[config.mk]
export PLATFORM = sky130hd
export DESIGN_NAME = ssh_mul
export DESIGN_NICKNAME = d
export VERILOG_FILES = /design/src/hdl/ssh_pkg.sv /design/src/hdl/ssh_mul.sv
export SDC_FILE = /design/constraint.sdc
export NUM_CORES = 1
export LEC_CHECK = 0
export ABC_AREA = 1
export BUFFER_PORTS_ARGS = -buffer_cell sky130_fd_sc_hd__buf_4
export CAP_MARGIN = 15
export CORE_MARGIN = 2
export CORE_UTILIZATION = 61
export DETAILED_ROUTE_END_ITERATION = 10
export PLACE_DENSITY_LB_ADDON = 0.2
export SYNTH_ARGS = -nofsm -noshare
export SYNTH_HDL_FRONTEND = slang
export SYNTH_SLANG_ARGS = --single-unit
export TNS_END_PERCENT = 20
[constraint.sdc]
create_clock -name clk -period 5.6 [get_ports clk]
set_clock_uncertainty 0.15 [all_clocks]
set_input_delay 0.28 -clock clk [delete_from_list [all_inputs] [get_ports clk]]
set_output_delay 0.28 -clock clk [all_outputs]
set_load 0.02 [all_outputs]
[src/hdl/ssh_pkg.sv]
// Shared constants and types of the segment/sphere hit test.
package ssh_pkg;

	// Width of the radius register and its value after reset.
	localparam int RAD_W = 31;
	localparam logic [RAD_W-1:0] RADIUS_RESET = RAD_W'(65536);

	// Bits of the multiplier operand consumed per cycle by the serial multiplier.
	localparam int DIG = 4;

	// Configuration port layout.
	localparam int APB_DW = 32;
	localparam int APB_AW = 3;
	localparam logic REG_RADIUS = 1'b0;

	// Result of the comparisons made when an item finishes.
	typedef struct packed {
		logic hit;
		logic skipped;
		logic point_valid;
	} ssh_flags_t;

endpackage

[src/hdl/ssh_mul.sv]
// Digit-serial unsigned multiplier, most significant digit first.
module ssh_mul #(
	parameter int MW = 33,
	parameter int PW = 69
) (
	input  logic          clk,
	input  logic          arst_n,
	input  logic          start,
	input  logic [MW-1:0] x,
	input  logic [MW-1:0] y,
	output logic          done,
	output logic [PW-1:0] prod
);
	import ssh_pkg::*;

	localparam int STEPS = (MW + DIG - 1) / DIG;
	localparam int MWP = STEPS * DIG;
	localparam int CW = $clog2(STEPS + 1);

	logic [MW-1:0]  x_q;
	logic [MWP-1:0] m_q;
	logic [PW-1:0]  p_q;
	logic [CW-1:0]  cnt_q;
	logic           busy_q;
	logic           done_q;
	logic [PW-1:0]  part;

	// One partial product per cycle, folded in with a shift of one digit.
	assign part = PW'(x_q) * PW'(m_q[MWP-1 -: DIG]);
	assign done = done_q;
	assign prod = p_q;

	always_ff @(posedge clk or negedge arst_n) begin
		if (!arst_n) begin
			busy_q <= 1'b0;
			done_q <= 1'b0;
			cnt_q  <= '0;
		end else begin
			done_q <= 1'b0;
			if (start) begin
				busy_q <= 1'b1;
				cnt_q  <= '0;
			end else if (busy_q) begin
				cnt_q <= cnt_q + CW'(1);
				if (cnt_q == CW'(STEPS - 1)) begin
					busy_q <= 1'b0;
					done_q <= 1'b1;
				end
			end
		end
	end

	always_ff @(posedge clk) begin
		if (start) begin
			x_q <= x;
			m_q <= MWP'(y);
			p_q <= '0;
		end else if (busy_q) begin
			p_q <= (p_q << DIG) + part;
			m_q <= m_q << DIG;
		end
	end
endmodule

# After elaboration in Yosys (flattened, before gate mapping)
# Index checks and enable logic that the tools add are counted.
# totals
out_inout_bits,70
elab_cells,22
input_bits,69
register_bits,144
# op_classes
eq_ne,1
n_mul,1
muxes,10
reduce_logical,1
n_addsub,2
# ops
cell,n
adder 69 x 37 -> 69 bit,1
2-to-1 mux 33 bit,2
multiplier 33 x 4 -> 37 bit,1
2-to-1 mux 4 bit,2
2-to-1 mux 1 bit,6
"adder 4 x 1 -> 4 bit, second input constant",1
"== test 4 bit, second input constant",1
nonzero test 2 bit,1

# Longest topological paths before layout
# depth
ltp_word,4
depth_mapped,26
ltp_nobuf,24

# Least setup slack after synthesis
# Ideal clock, no wire load.
# synth_timing
kind,register to register
from,reg m_q[35]
to,"reg p_q[63], in the netlist prod[63]"
setup_time_ns,0.109
path_slack_ns,1.472
stages_incl_launch_ff,24
period_less_slack_ns,4.128
arrival_ns,3.869
required_ns,5.341
cell_sequence,dfxtp_1 > clkbuf_1 > clkbuf_1 > nand2_1 > fa_1 > inv_1 > fa_1 > fa_1 > inv_1 > fa_1 > inv_1 > nand3_1 > nand2_2 > nand2_1 > nand2_1 > nand2_1 > nand2_1 > nand2_1 > nand2_2 > nand2_1 > nand3_1 > nand3_1 > nand2_1 > inv_1
# synth_via
elab_chain_len,2
# synth_lines
element,line,source
"start, declared",ssh_mul.sv:21,logic [MWP-1:0] m_q;
"start signal, assigned",ssh_mul.sv:56,m_q <= MWP'(y);
"start signal, assigned",ssh_mul.sv:60,m_q <= m_q << DIG;
multiplier 33 x 4 -> 37 bit,ssh_mul.sv:29,assign part = PW'(x_q) * PW'(m_q[MWP-1 -: DIG]);
adder 69 x 37 -> 69 bit,ssh_mul.sv:59,p_q <= (p_q << DIG) + part;
"end signal, assigned",ssh_mul.sv:59,
"end, declared",ssh_mul.sv:22,logic [PW-1:0] p_q;
# Every way passes these cells.
# A chain may end at the register's enable or synchronous reset.

# Worst setup path after layout
# layout_timing
from,reg m_q[33]
to,"reg p_q[47], in the netlist prod[47]"
# The elaborated chain is that of the path after synthesis.

==> flow_summary_export.csv <==
group,metric,value,unit
setup_path,cp-startpoint,"m_q[33]$_SDFFE_PP0P_",
yosys,synth_cell_type_count,39,
run_status,status,"completed",
worst_hold_path,hold_class,"in -> async",
cells_and_area,antenna_cells,0,
routing,drc,0,
power,peakVddDrop,0.178,mV
global_route,grt-ovfl-total,0,
yosys,syn_avg_cell_area,6.59,um2
timing,final.setup.worst_slack,606,ps
cts,clock_sinks,144,
yosys,synth-edff-count,66,
routing,vias_per_cell,5.32,
timing,drv_slew,0,
setup_path,required,5800,ps
floorplanning,initial_core_util,0.626,
placement,port_buffers,138,
setup_path,critical_path_class,"reg -> reg",
setup_path,worst_path_largest_cell_delay,820,ps
cts,insertion_delay,450,ps
routing,wl_per_cell,17.0,um
timing,hold_violations,0,
timing,fmax,200,MHz
yosys,synth-simple-area-share,0.300,
placement,place_ws,792,ps
cts,root_buffer,"clkbuf_16",
cells_and_area,final_nets,2417,
yosys,yosysWarnings,0,
routing,ant_nets,0,
yosys,synth-seq-cells,144,
timing,setup_viol_count_final,0,
routing,wl,42500,um
setup_path,startpoint_type,"register",
global_route,gr-usage-all-layers,0.383,
cts,hold_buffers,67,
yosys,post_synth_xor_area_fraction,0.0152,
setup_path,crit_chain,"buf_4, nand2_1, inv_1, fa_1, fa_1, inv_1, fa_1, inv_1, ha_1, nand2_2, inv_1, nand2_1, nand2_1, a21oi_1, nand2_1, nand2_1, nand3_1, nand2_1, nand2_1, o21ai_1, inv_1",
setup_path,setup.worst_path.end_class,"register",
timing,fin_tns_setup,0,ps
cells_and_area,drive_gt1_frac,0.112,
cells_and_area,layout_common_cells,"nand2_1 (671), inv_1 (537), buf_4 (149)",
floorplanning,dieArea,0.0230,mm2
yosys,synth_compound_area_frac,0.0602,
global_route,antenna_found_initial,0,
yosys,seq_area_frac_synth,0.269,
timing,slew_headroom,0.188,
routing,dr.pass1.iters,6,
yosys,async_flop_share,0.0417,
setup_path,r2r-start,"m_q[33]$_SDFFE_PP0P_",
cells_and_area,final_common_cell,"nand2_1",
floorplanning,pin_count,139,
setup_path,crit_fanout,18,
cells_and_area,multiInputGateArea,0.00745,mm2
cells_and_area,syn_to_final_growth,19.6,%
cells_and_area,fill_cells,1598,
setup_path,slowest_stage,"dfxtp_1",
yosys,muxShareOfSynthArea,0,
yosys,synthAdderAreaFrac,0.186,
power,p_leak,9.53,nW
floorplanning,floorplan.die.width,152,um
yosys,synth_cells,2016,
global_route,grt_pass1_vias,13300,
placement,place_congestion,1.01,
yosys,synth_nets,2226,
yosys,synth_area,0.0133,mm2
timing,min_period_over_period,0.892,
timing,holdWs,27.9,ps
setup_path,critPathMostFrequentCell,"nand2_1",
floorplanning,num_rows,53,
timing,rsz0062_at_grt,"no",
job,max_cap_viol_count,0,
cells_and_area,regArea,0.00357,mm2
cts,clk_path_buf_depth,2,
cts,cts_buffers,17,
global_route,grt_pass1_wl,67800,um
setup_path,arrival,5190,ps
global_route,grt_max_degree,72,
cts,tritoncts,"yes",
timing,worst-slew-pin-transition,1220,ps
cts,clk_pin_slew_worst_paths,80,ps
cts,h-tree-depth,4,
power,power_density,347,mW/mm2
routing,drtIter0Drc,1284,
placement,dp_hpwl,31400,um
cts,post_cts_resized,0,
routing,vias,13300,
yosys,synth_flop_cell,"dfxtp_1",
timing,min_period,4990,ps
floorplanning,fp.coreArea,0.0212,mm2
yosys,synth_top_family_by_area,"simple AND/OR/NAND/NOR gates",
floorplanning,fp.dieH,152,um
cts,cts_setup_buffers,0,
-- Yosys cell counts, drive strengths merged (5+ instances only) --
cell / n / area, um2
o21ai: 92 / 460
nand3: 103 / 546
nand2: 690 / 2640
ha: 47 / 588
xnor2: 6 / 52.6
dfrtp: 6 / 150
o21bai: 5 / 37.5
nor2: 128 / 568
a21oi: 39 / 195
edfxtp: 66 / 1980
inv: 552 / 2070
fa: 94 / 1880
clkbuf: 38 / 143
nand4: 11 / 68.8
buf: 7 / 28.8
dfxtp: 72 / 1440
xor2: 17 / 149
nor3: 14 / 80.1
-- layer usage --
metal	track usage	share of wire	vias to the layer above
met5	0	0	-
met4	0.145	0.041	0
met3	0.0760	0.084	138
met2	0.652	0.48	692
met1	0.482	0.40	6120
li1	-	-	6322
-- worst paths after layout --
kind | end | slack, ps | cells past startpoint
worst max-delay path | prod[47]$_SDFFE_PP0P_ | 610 | 21
worst min-delay path | cnt_q[1]$_DFFE_PN0P_ | 30 | 2
worst max register to register | prod[47]$_SDFFE_PP0P_ | 610 | 21
worst min register to register | m_q[18]$_DFFE_PP_ | 370 | 2
max in group asynchronous | busy_q$_DFF_PN0_ | 5130 | 2
min in group clk | m_q[35]$_SDFFE_PP0P_ | 220 | 2
-- per-stage QoR --
stage           util  instances  total power [W]  cell area [um2]
5_1_grt        0.748       2495          0.00589            15900
3_3_place_gp   0.688       2396          0.00415            14600
4_1_cts        0.748       2495          0.00546            15900
3_5_place_dp   0.688       2396          0.00420            14600
6_report       0.748       2495          0.00552            15900
2_1_floorplan      -       2016          0.00331            13300
-- flip-flops by register name (all words and copies together), names as in the netlist --
name	flops
x_q	33
cnt_q	4
m_q	36
done	1
prod	69
busy_q	1
-- critical path: cells and delay by family, from the launching register on --
kind                       cells  cell delay (ps)
adders and majority gates      4             1910
and+or+nand+nor                9              960
DFF                            1              820
buffers and inverters          6              600
AOI/OAI and AO/OA              2              480
-- logic make-up after synthesis --
family	after synthesis
flip-flops	144
AO/OA/AOI/OAI	150
adder cells (fa/ha/maj)	141
buffers and inverters	600
XOR/XNOR	23
AND/OR/NAND/NOR	958
-- area by class of cell --
class                   count  share of cell area
multi-input cells        1272               0.469
flip-flops and latches    144               0.225
inverters                 555               0.131
repair buffers            217               0.114
clock buffers              17              0.0268
well taps                 275              0.0217
clock inverters            15              0.0122
-- power breakdown --
group | total [W] | internal [W] | switching [W] | leakage, nW
clock | 0.00120 | 0.000606 | 0.000597 | 0.290
combinational | 0.00286 | 0.000992 | 0.00187 | 7.88
sequential | 0.00145 | 0.00127 | 0.000182 | 1.36
total | 0.00552 | 0.00287 | 0.00265 | 9.53
Power figures use the tool's default switching activity.
